**config.mk**
```make
export PLATFORM = sky130hd
export DESIGN_NAME = keypad_debounce_autorepeat_flat
export DESIGN_NICKNAME = d
export VERILOG_FILES = /design/src/hw/rtl/kda_pkg.sv /design/src/hw/rtl/kda_channels.sv /design/src/hw/rtl/keypad_debounce_autorepeat.sv /design/src/flat_wrapper.sv
export SDC_FILE = /design/constraint.sdc
export NUM_CORES = 1
export LEC_CHECK = 0
export BUFFER_PORTS_ARGS = -buffer_cell sky130_fd_sc_hd__clkbuf_2
export CAP_MARGIN = 25
export CORE_MARGIN = 3
export CORE_UTILIZATION = 57
export CTS_BUF_LIST = sky130_fd_sc_hd__clkbuf_8
export DETAILED_ROUTE_END_ITERATION = 12
export PLACE_DENSITY = 0.93
export SYNTH_ARGS = -nofsm -noshare
export SYNTH_HDL_FRONTEND = slang
export SYNTH_SLANG_ARGS = --single-unit
export TNS_END_PERCENT = 20
```
**constraint.sdc**
```tcl
create_clock -name clock -period 4.3 [get_ports clock]
set_input_delay 0.43 -clock clock [delete_from_list [all_inputs] [get_ports clock]]
set_output_delay 0.43 -clock clock [all_outputs]
set_load 0.01 [all_outputs]
```
**src/hw/rtl/kda_pkg.sv**
```systemverilog
// kda_pkg: shared types and codes of the keypad debounce / auto-repeat block.
// No dependencies; imported by the channel interfaces and the top level.
package kda_pkg;

   localparam int unsigned KeyCount = 4;

   typedef logic [KeyCount-1:0] keys_type;
   typedef logic [7:0]          count_type;
   typedef logic [2:0]          op_type;
   typedef logic [1:0]          reg_index_type;

   // command codes
   localparam op_type OP_TICK        = 3'd0;
   localparam op_type OP_FLUSH       = 3'd1;
   localparam op_type OP_STOP_COUNT  = 3'd2;
   localparam op_type OP_CLEAR_PRESS = 3'd3;
   localparam op_type OP_TEST_LEVEL  = 3'd4;
   localparam op_type OP_TAKE_PRESS  = 3'd5;
   localparam op_type OP_TAKE_HOLD   = 3'd6;

   // register indexes
   localparam reg_index_type REG_SCAN_PERIOD     = 2'd0;
   localparam reg_index_type REG_HOLD_THRESHOLD  = 2'd1;
   localparam reg_index_type REG_REPEAT_INTERVAL = 2'd2;
   localparam reg_index_type REG_REPEAT_KEYS     = 2'd3;

   // register reset values
   localparam count_type SCAN_PERIOD_RESET     = 8'd10;
   localparam count_type HOLD_THRESHOLD_RESET  = 8'd50;
   localparam count_type REPEAT_INTERVAL_RESET = 8'd10;
   localparam keys_type  REPEAT_KEYS_RESET     = 4'b0011;

   localparam count_type COUNT_MAX = 8'hFF;

endpackage

```
**src/hw/rtl/kda_channels.sv**
```systemverilog
// kda_channels: valid/ready channel interfaces for request and response words.
// Depends on kda_pkg for the payload types.
interface kda_req_if;
   logic               valid;
   logic               ready;
   kda_pkg::op_type    op;
   kda_pkg::keys_type  keys_raw;
   kda_pkg::keys_type  key_select;

   modport source (output valid, output op, output keys_raw, output key_select,
                   input ready);
   modport sink   (input valid, input op, input keys_raw, input key_select,
                   output ready);
endinterface

interface kda_rsp_if;
   logic               valid;
   logic               ready;
   logic               answer;
   kda_pkg::keys_type  stable_keys;
   kda_pkg::keys_type  press_events;
   kda_pkg::keys_type  hold_events;
   logic               sample_changed;
   logic               scanned;

   modport source (output valid, output answer, output stable_keys,
                   output press_events, output hold_events,
                   output sample_changed, output scanned, input ready);
   modport sink   (input valid, input answer, input stable_keys,
                   input press_events, input hold_events,
                   input sample_changed, input scanned, output ready);
endinterface

```
**src/hw/rtl/keypad_debounce_autorepeat.sv**
```systemverilog
// keypad_debounce_autorepeat: four-key scanner with debounce, hold and repeat.
// Depends on kda_pkg and the channel interfaces in kda_channels.sv.
//
//   channel  direction  handshake            carries
//   req      in         valid/ready          op, keys_raw, key_select
//   rsp      out        valid/ready          answer, levels, events, flags
//   csr      in         APB, pready tied 1   four config registers
//
// One word per cycle: every word is resolved in the cycle it is accepted and
// its response lands in the output register the next cycle.
// req.ready is high while the output register is empty or being drained, so a
// stalled rsp side holds one response and blocks further words.
// Reset (synchronous) clears all key state and loads register defaults.
module keypad_debounce_autorepeat (
   input  logic                      clock,
   input  logic                      reset,
   kda_req_if.sink                   req,
   kda_rsp_if.source                 rsp,
   input  logic                      csr_psel,
   input  logic                      csr_penable,
   input  logic                      csr_pwrite,
   input  logic [3:0]                csr_paddr,
   input  logic [31:0]               csr_pwdata,
   output logic [31:0]               csr_prdata,
   output logic                      csr_pready
);
   import kda_pkg::*;

   // config registers
   count_type scan_period_ff, hold_threshold_ff, repeat_interval_ff;
   keys_type  repeat_keys_ff;

   // key state
   count_type tick_wait_ff, tick_wait_in;
   keys_type  last_sample_ff, last_sample_in;
   keys_type  stable_level_ff, stable_level_in;
   keys_type  press_pending_ff, press_pending_in;
   keys_type  hold_pending_ff, hold_pending_in;
   count_type held_scans_ff, held_scans_in;
   logic      changed_ff, changed_in;

   // response register
   logic      rsp_valid_ff;
   logic      answer_ff, answer_in;
   logic      scanned_ff, scanned_in;
   keys_type  rsp_stable_ff, rsp_press_ff, rsp_hold_ff;
   logic      rsp_changed_ff;

   logic          req_accept;
   logic          csr_write;
   reg_index_type csr_index;

   assign req.ready  = !rsp_valid_ff || rsp.ready;
   assign req_accept = req.valid && req.ready;

   assign csr_pready = 1'b1;
   assign csr_index  = csr_paddr[3:2];
   assign csr_write  = csr_psel && csr_penable && csr_pwrite;

   always_comb begin
      unique case (csr_index)
         REG_SCAN_PERIOD:     csr_prdata = {24'd0, scan_period_ff};
         REG_HOLD_THRESHOLD:  csr_prdata = {24'd0, hold_threshold_ff};
         REG_REPEAT_INTERVAL: csr_prdata = {24'd0, repeat_interval_ff};
         REG_REPEAT_KEYS:     csr_prdata = {28'd0, repeat_keys_ff};
         default:             csr_prdata = 32'd0;
      endcase
   end

   always_ff @(posedge clock) begin
      if (reset) begin
         scan_period_ff     <= SCAN_PERIOD_RESET;
         hold_threshold_ff  <= HOLD_THRESHOLD_RESET;
         repeat_interval_ff <= REPEAT_INTERVAL_RESET;
         repeat_keys_ff     <= REPEAT_KEYS_RESET;
      end else if (csr_write) begin
         unique case (csr_index)
            REG_SCAN_PERIOD:     scan_period_ff     <= csr_pwdata[7:0];
            REG_HOLD_THRESHOLD:  hold_threshold_ff  <= csr_pwdata[7:0];
            REG_REPEAT_INTERVAL: repeat_interval_ff <= csr_pwdata[7:0];
            REG_REPEAT_KEYS:     repeat_keys_ff     <= csr_pwdata[3:0];
            default: ;
         endcase
      end
   end

   // next state for one word
   always_comb begin
      count_type held_mid;
      tick_wait_in     = tick_wait_ff;
      last_sample_in   = last_sample_ff;
      stable_level_in  = stable_level_ff;
      press_pending_in = press_pending_ff;
      hold_pending_in  = hold_pending_ff;
      held_scans_in    = held_scans_ff;
      changed_in       = changed_ff;
      answer_in        = 1'b0;
      scanned_in       = 1'b0;
      held_mid         = held_scans_ff;

      unique case (req.op)
         OP_TICK: begin
            if (tick_wait_ff != 8'd0) begin
               tick_wait_in = tick_wait_ff - 8'd1;
            end else begin
               // zero period behaves as one
               tick_wait_in = (scan_period_ff != 8'd0) ? scan_period_ff - 8'd1 : 8'd0;
               scanned_in   = 1'b1;
               if (req.keys_raw != last_sample_ff) begin
                  last_sample_in = req.keys_raw;
                  changed_in     = 1'b1;
               end else if (req.keys_raw == '0) begin
                  stable_level_in = '0;
                  hold_pending_in = '0;
                  held_scans_in   = 8'd0;
               end else begin
                  stable_level_in = req.keys_raw;
                  if (held_scans_ff == 8'd0) begin
                     press_pending_in = press_pending_ff | req.keys_raw;
                  end else if (held_scans_ff >= hold_threshold_ff) begin
                     press_pending_in = press_pending_ff | (req.keys_raw & repeat_keys_ff);
                     hold_pending_in  = hold_pending_ff | req.keys_raw;
                     held_mid = (hold_threshold_ff > repeat_interval_ff) ?
                                hold_threshold_ff - repeat_interval_ff : 8'd0;
                  end
                  // saturating count
                  held_scans_in = (held_mid != COUNT_MAX) ? held_mid + 8'd1 : held_mid;
               end
            end
         end
         OP_FLUSH: begin
            press_pending_in = '0;
            stable_level_in  = '0;
            hold_pending_in  = '0;
            held_scans_in    = 8'd0;
         end
         OP_STOP_COUNT: held_scans_in = 8'd1;
         OP_CLEAR_PRESS: press_pending_in = press_pending_ff & ~req.key_select;
         OP_TEST_LEVEL: answer_in = (stable_level_ff & req.key_select) == req.key_select;
         OP_TAKE_PRESS: begin
            if ((press_pending_ff & req.key_select) == req.key_select) begin
               press_pending_in = press_pending_ff & ~req.key_select;
               answer_in        = 1'b1;
            end
         end
         OP_TAKE_HOLD: begin
            if ((hold_pending_ff & req.key_select) == req.key_select) begin
               hold_pending_in = hold_pending_ff & ~req.key_select;
               answer_in       = 1'b1;
            end
         end
         default: ;
      endcase
   end

   always_ff @(posedge clock) begin
      if (reset) begin
         tick_wait_ff     <= 8'd0;
         last_sample_ff   <= '0;
         stable_level_ff  <= '0;
         press_pending_ff <= '0;
         hold_pending_ff  <= '0;
         held_scans_ff    <= 8'd0;
         changed_ff       <= 1'b0;
      end else if (req_accept) begin
         tick_wait_ff     <= tick_wait_in;
         last_sample_ff   <= last_sample_in;
         stable_level_ff  <= stable_level_in;
         press_pending_ff <= press_pending_in;
         hold_pending_ff  <= hold_pending_in;
         held_scans_ff    <= held_scans_in;
         changed_ff       <= changed_in;
      end
   end

   always_ff @(posedge clock) begin
      if (reset) begin
         rsp_valid_ff <= 1'b0;
      end else if (req_accept) begin
         rsp_valid_ff <= 1'b1;
      end else if (rsp.ready) begin
         rsp_valid_ff <= 1'b0;
      end
   end

   always_ff @(posedge clock) begin
      if (req_accept) begin
         answer_ff      <= answer_in;
         scanned_ff     <= scanned_in;
         rsp_stable_ff  <= stable_level_in;
         rsp_press_ff   <= press_pending_in;
         rsp_hold_ff    <= hold_pending_in;
         rsp_changed_ff <= changed_in;
      end
   end

   assign rsp.valid          = rsp_valid_ff;
   assign rsp.answer         = answer_ff;
   assign rsp.scanned        = scanned_ff;
   assign rsp.stable_keys    = rsp_stable_ff;
   assign rsp.press_events   = rsp_press_ff;
   assign rsp.hold_events    = rsp_hold_ff;
   assign rsp.sample_changed = rsp_changed_ff;

`ifndef SYNTHESIS
   a_accept_gives_rsp: assert property (@(posedge clock) disable iff (reset)
      req_accept |=> rsp_valid_ff)
      else $error("accepted word produced no response");

   a_changed_sticky: assert property (@(posedge clock) disable iff (reset)
      changed_ff |=> changed_ff)
      else $error("sample_changed flag dropped");

   a_flush_clears: assert property (@(posedge clock) disable iff (reset)
      (req_accept && req.op == OP_FLUSH) |=>
      (stable_level_ff == '0 && press_pending_ff == '0 &&
       hold_pending_ff == '0 && held_scans_ff == 8'd0))
      else $error("flush left key state behind");

   a_tick_countdown: assert property (@(posedge clock) disable iff (reset)
      (req_accept && req.op == OP_TICK && tick_wait_ff != 8'd0) |=>
      (tick_wait_ff == $past(tick_wait_ff) - 8'd1 && !scanned_ff))
      else $error("tick countdown misstep");
`endif

endmodule
```
**src/flat_wrapper.sv**
```systemverilog
// flat-port wrapper written by rule: the top's interface ports become plain ports
module keypad_debounce_autorepeat_flat import kda_pkg::*;
  (clock, reset, csr_psel, csr_penable, csr_pwrite, csr_paddr, csr_pwdata, csr_prdata, csr_pready, req_valid, req_op, req_keys_raw, req_key_select, req_ready, rsp_valid, rsp_answer, rsp_stable_keys, rsp_press_events, rsp_hold_events, rsp_sample_changed, rsp_scanned, rsp_ready);
  kda_req_if req_i ();
  kda_rsp_if rsp_i ();
  input  logic clock;
  input  logic reset;
  input  logic csr_psel;
  input  logic csr_penable;
  input  logic csr_pwrite;
  input  logic [3:0] csr_paddr;
  input  logic [31:0] csr_pwdata;
  output logic [31:0] csr_prdata;
  output logic csr_pready;
  input wire logic [$bits(req_i.valid)-1:0] req_valid;
  input wire logic [$bits(req_i.op)-1:0] req_op;
  input wire logic [$bits(req_i.keys_raw)-1:0] req_keys_raw;
  input wire logic [$bits(req_i.key_select)-1:0] req_key_select;
  output wire logic [$bits(req_i.ready)-1:0] req_ready;
  output wire logic [$bits(rsp_i.valid)-1:0] rsp_valid;
  output wire logic [$bits(rsp_i.answer)-1:0] rsp_answer;
  output wire logic [$bits(rsp_i.stable_keys)-1:0] rsp_stable_keys;
  output wire logic [$bits(rsp_i.press_events)-1:0] rsp_press_events;
  output wire logic [$bits(rsp_i.hold_events)-1:0] rsp_hold_events;
  output wire logic [$bits(rsp_i.sample_changed)-1:0] rsp_sample_changed;
  output wire logic [$bits(rsp_i.scanned)-1:0] rsp_scanned;
  input wire logic [$bits(rsp_i.ready)-1:0] rsp_ready;
  assign req_i.valid = req_valid;
  assign req_i.op = req_op;
  assign req_i.keys_raw = req_keys_raw;
  assign req_i.key_select = req_key_select;
  assign req_ready = req_i.ready;
  assign rsp_valid = rsp_i.valid;
  assign rsp_answer = rsp_i.answer;
  assign rsp_stable_keys = rsp_i.stable_keys;
  assign rsp_press_events = rsp_i.press_events;
  assign rsp_hold_events = rsp_i.hold_events;
  assign rsp_sample_changed = rsp_i.sample_changed;
  assign rsp_scanned = rsp_i.scanned;
  assign rsp_i.ready = rsp_ready;
  keypad_debounce_autorepeat u_core (.clock(clock), .reset(reset), .req(req_i), .rsp(rsp_i), .csr_psel(csr_psel), .csr_penable(csr_penable), .csr_pwrite(csr_pwrite), .csr_paddr(csr_paddr), .csr_pwdata(csr_pwdata), .csr_prdata(csr_prdata), .csr_pready(csr_pready));
endmodule
```
==> results <==
- The maximum achievable frequency is 282 MHz.
- Across all register-to-register paths, the minimum setup slack is 760 ps.
- Measured on the finished design, the core utilization comes to around 64%.
- The parity-gate share of the synthesized area counting xor and xnor cells is about 2.5%.
- The share of the synthesized area in the top cell type is 25.4%.
- The initial cell density of the core is between 50% and 60%.
- For met2 alone, demand over resource in global routing was 43.7%.
- The count of filler cells inserted in the layout is 667.
- The number of antenna violations at the first check in global routing came to 0.
- For this design the static power due to leakage is 0.00219 uW.
- Setup repair after global routing left no endpoint under its margin.
- The global-route wire length before repair is around 20000 um.
- The final routed wirelength across all metal layers is around 12000 um.
- The post-layout minimum cycle time is about 3500 ps.
- Summed over all failing endpoints, the final setup total negative slack is 0 ps.
- The share of synthesized cell area in full adder, half adder and majority cells is 5.28%.
- Across the routed clock network, the largest skew measured is 13.3 ps.
- The H-tree was split into 3 levels.
- Power spread over the standard cell area amounts to 284 nW/um2.
- The fraction of final layout cells with drive strength greater than 1 is 14.8%.
- Setup violations remaining at the end of the flow were counted as 0.
- From synthesis to final layout, the design area changed by 8.53%.
- STA puts the critical path data required time at 4550 ps.
- The number of max-slew violations in the final report is 0.
- By area the synthesized netlist is led by sky130_fd_sc_hd__dfxtp_1 25%, sky130_fd_sc_hd__edfxtp_1 9.2%, sky130_fd_sc_hd__mux2i_1 5.9%.
- The critical path is of the flip-flop to flip-flop type.
- The fraction of the mapped netlist area in compound gates is 22.4%.
- Overall power consumption after layout is estimated at 1510 uW.
- The startpoint type of the worst setup path is a flip-flop.
- After synthesis, flip-flops and latches occupy about a third of the total area.
- The analysis attributes to net switching a power of 423 uW.
- The global placer's final weighted congestion is 0.959.
- The detail-routed via count per cell is 6.23.
- The routed wire length per instance is 16.5 um.
- The type of destination of the critical path is a flip-flop.
- The clock network fraction of design power is 36.8%.
- Entering global routing, the biggest net connects 51 pins.
- In this run, placement finished with an instance count of 709.
- The net count of the finished layout is 689.
- For the pin with the worst max-slew slack, the measured transition is 913 ps.
- For met3 alone, demand over resource in global routing was 5.17%.
- For this run, design rule violations remaining after detail routing come to 0.
- The remaining global-route overflow is 0.
- The most common cell after layout, fill and taps aside is sky130_fd_sc_hd__nand2_1.
- Global routing used 24.8% of the available tracks across all layers.
- The die outline width is roughly 100 um.
- The dominant combinational cell family by area after synthesis is compound AO/OA/AOI/OAI gates.
- The I/O pin total is 104.
- The number of unique standard cell types used by synthesis is 72.
- The internal power consumption is 1080 uW.
- The met1 routing resource usage after global routing is 30.0%.
- Yosys mapped a number of flops with a built-in enable equal to 15.
- The number of global-route vias before repair is 4315.
- The fraction of power consumed by combinational cells is about an eighth.
- The floorplan has 33 rows.
- Each instance of the synthesized netlist takes up on average 8.55 um2.
- In this run the deepest clock path goes through 2 buffers.
- The net switching fraction of the power is 28.1%.
- The tool flagged a number of max-cap violations equal to 0.
- After clock tree synthesis, the setup repair step added 0 buffers.
- The quantity of I/O buffers inserted on ports is 52.
- The top cell types in the final layout, fill and taps aside, are 66 x sky130_fd_sc_hd__nand2_1, 62 x sky130_fd_sc_hd__nor2_1, 62 x sky130_fd_sc_hd__dfxtp_1.
- The run finished with clean final reports.
- Once the clock tree was built, the resizer swapped 0 gates to a different size.
- The kind of path behind the tightest hold check is input port to flip-flop.
- The maximum fanout encountered on the critical timing path is 6.
- After clock tree synthesis, the clock-pin slew on the worst setup and hold paths is 90 ps.
- The estimated wirelength of the detail-placed design is 8790 um.
- The final number of hold-violating endpoints is 0.
- Measured against the total synthesized area, the mux share comes to ~8%.
- Summing the areas of all and, or, nand and nor instances in the mapped netlist gives a little under a fifth of the synthesized area.
- Across all layers, the routed design uses 4519 vias.
- IR analysis of the VDD net gives a maximum drop of approximately 0.15 mV.
- The total of warnings raised by yosys is 0.
- Counting flops with an async set or reset pin after synthesis yields a share of 0%.
- The clock insertion delay at the later pin of the skew report is between 300 and 400 ps.
- The tree built by TritonCTS fans out to between 70 and 80 sinks.
- The quantity of hold-fixing buffers added after cts is 0.
- The final cell count without fillers is approximately 730.
- The instance count of the mapped netlist is 571.
- The arrival time of data at the critical path endpoint is 3790 ps.
- The height of the die is 98.6 um.
- 0 antenna diodes ended up in the layout.
- The floorplan step defined a die boundary enclosing 9710 um2.
- The buffer type at the clock tree root is sky130_fd_sc_hd__clkbuf_8.
- The combined area of all synthesized cells is 4880 um2.
- The post-route fraction of the period consumed by the critical path is 82.4%.
- The relative contribution of sequential cells to total power is 50.7%.
- After floorplanning, the core was sized to cover 8260 um2.
- The synthesized design contains 77 register bits.
- The total CTS buffers is 9.
- The detailed router finished its first iteration with 311 violations.
- Measured against its own limit, the worst slew margin works out to 39.1%.
- Summed over all instances, the cell type with the most area after synthesis is sky130_fd_sc_hd__dfxtp_1.
- TritonCTS built the clock tree.
- Summing all non-filler instances in the final layout gives an area of 5300 um2.
- The first detailed-routing pass ran for 5 iterations.
- The flip-flop cell with the highest count after synthesis is sky130_fd_sc_hd__dfxtp_1.
- The busiest layer in global routing is met2.
- The area of placed instances is 5110 um2.
- The detail route stage leaves a number of antenna-violating nets equal to 0.
synthesized netlist by cell type, types with 12 or more instances:
cell type and n:
sky130_fd_sc_hd__ha_1 19, sky130_fd_sc_hd__nor2_1 62, sky130_fd_sc_hd__inv_1 38, sky130_fd_sc_hd__nor3_1 12, sky130_fd_sc_hd__buf_4 25, sky130_fd_sc_hd__dfxtp_1 62
sky130_fd_sc_hd__nand2_1 66, sky130_fd_sc_hd__o21ai_0 23, sky130_fd_sc_hd__a21oi_1 35, sky130_fd_sc_hd__clkbuf_1 13, sky130_fd_sc_hd__edfxtp_1 15, sky130_fd_sc_hd__mux2i_1 29
sequential cells by signal (all words and copies together), names as in the netlist:
| register | flops |
|---|---|
| u_core.rsp.stable_keys | 4 |
| u_core.tick_wait_ff | 8 |
| u_core.repeat_keys_ff | 4 |
| u_core.rsp.answer | 1 |
| u_core.rsp.sample_changed | 1 |
| u_core.scan_period_ff | 8 |
| u_core.hold_pending_ff | 4 |
| u_core.last_sample_ff | 4 |
| u_core.rsp.hold_events | 4 |
| u_core.changed_ff | 1 |
| u_core.rsp.valid | 1 |
| u_core.repeat_interval_ff | 8 |
| u_core.stable_level_ff | 4 |
| u_core.hold_threshold_ff | 8 |
| u_core.rsp.scanned | 1 |
| u_core.held_scans_ff | 8 |
| u_core.press_pending_ff | 4 |
| u_core.rsp.press_events | 4 |
power by group through the flow:
stage                     Clock, uW  Sequential (uW)  Combinational, uW
after floorplan                   0              783                140
after global placement            0              780                176
after detailed placement          0              781                183
after CTS                       554              764                185
after global routing            591              767                207
final                           554              765                189
path summary, 6_finish.rpt:
check	to	startpoint	cells after the start
max	u_core.held_scans_ff[4]$_SDFFE_PP0P_	u_core.hold_threshold_ff[0]$_SDFFE_PP0P_	15
min reg2reg	u_core.press_pending_ff[0]$_SDFFE_PP0P_	u_core.press_pending_ff[0]$_SDFFE_PP0P_	2
min	u_core.rsp.valid$_SDFFE_PP0P_	req_valid	3
max reg2reg	u_core.held_scans_ff[4]$_SDFFE_PP0P_	u_core.hold_threshold_ff[0]$_SDFFE_PP0P_	15
per-layer routing:
layer / vias to the layer above / part of all wire (%)
met2: 256 / 50
met1: 2114 / 38
met3: 50 / 8.6
met5: - / 0
met4: 0 / 3.1
li1: 2099 / -
kinds of logic after synthesis:
kind of cell    count (synthesis)
compound gates                150
xor+xnor                       14
fa+ha+maj                      20
buf+inv                        82
flops                          77
mux                            33
other cells                     2
simple gates                  193
final cells by class:
class,count,area (um2),share of cell area [%]
multi-input cells,435,2870,54.1
flip-flops and latches,77,1690,31.9
repair buffers,54,275,5.19
inverters,38,143,2.69
well taps,105,131,2.48
clock buffers,9,124,2.34
clock inverters,7,67.6,1.28
critical path, stage by stage, from the launching register on:
cell and delay [ps]:
sky130_fd_sc_hd__dfxtp_1 350, sky130_fd_sc_hd__inv_1 80, sky130_fd_sc_hd__ha_1 170, sky130_fd_sc_hd__inv_1 70
sky130_fd_sc_hd__fa_1 470, sky130_fd_sc_hd__a211oi_2 310, sky130_fd_sc_hd__nor3_1 160, sky130_fd_sc_hd__o211ai_1 270
sky130_fd_sc_hd__a21oi_2 120, sky130_fd_sc_hd__a22o_1 230, sky130_fd_sc_hd__ha_1 250, sky130_fd_sc_hd__and2_1 170
sky130_fd_sc_hd__a32o_2 290, sky130_fd_sc_hd__nand4_4 110, sky130_fd_sc_hd__nand3_1 110, sky130_fd_sc_hd__a32o_1 270
stage by stage:
step / worst slack [ps] / hold slack [ps]
after CTS: 787 / 297
after detailed placement: 835 / 475
after floorplan: 1180 / 442
after global routing: 506 / 292
final: 758 / 294
after global placement: 975 / 452
Power figures use the tool's default switching activity.
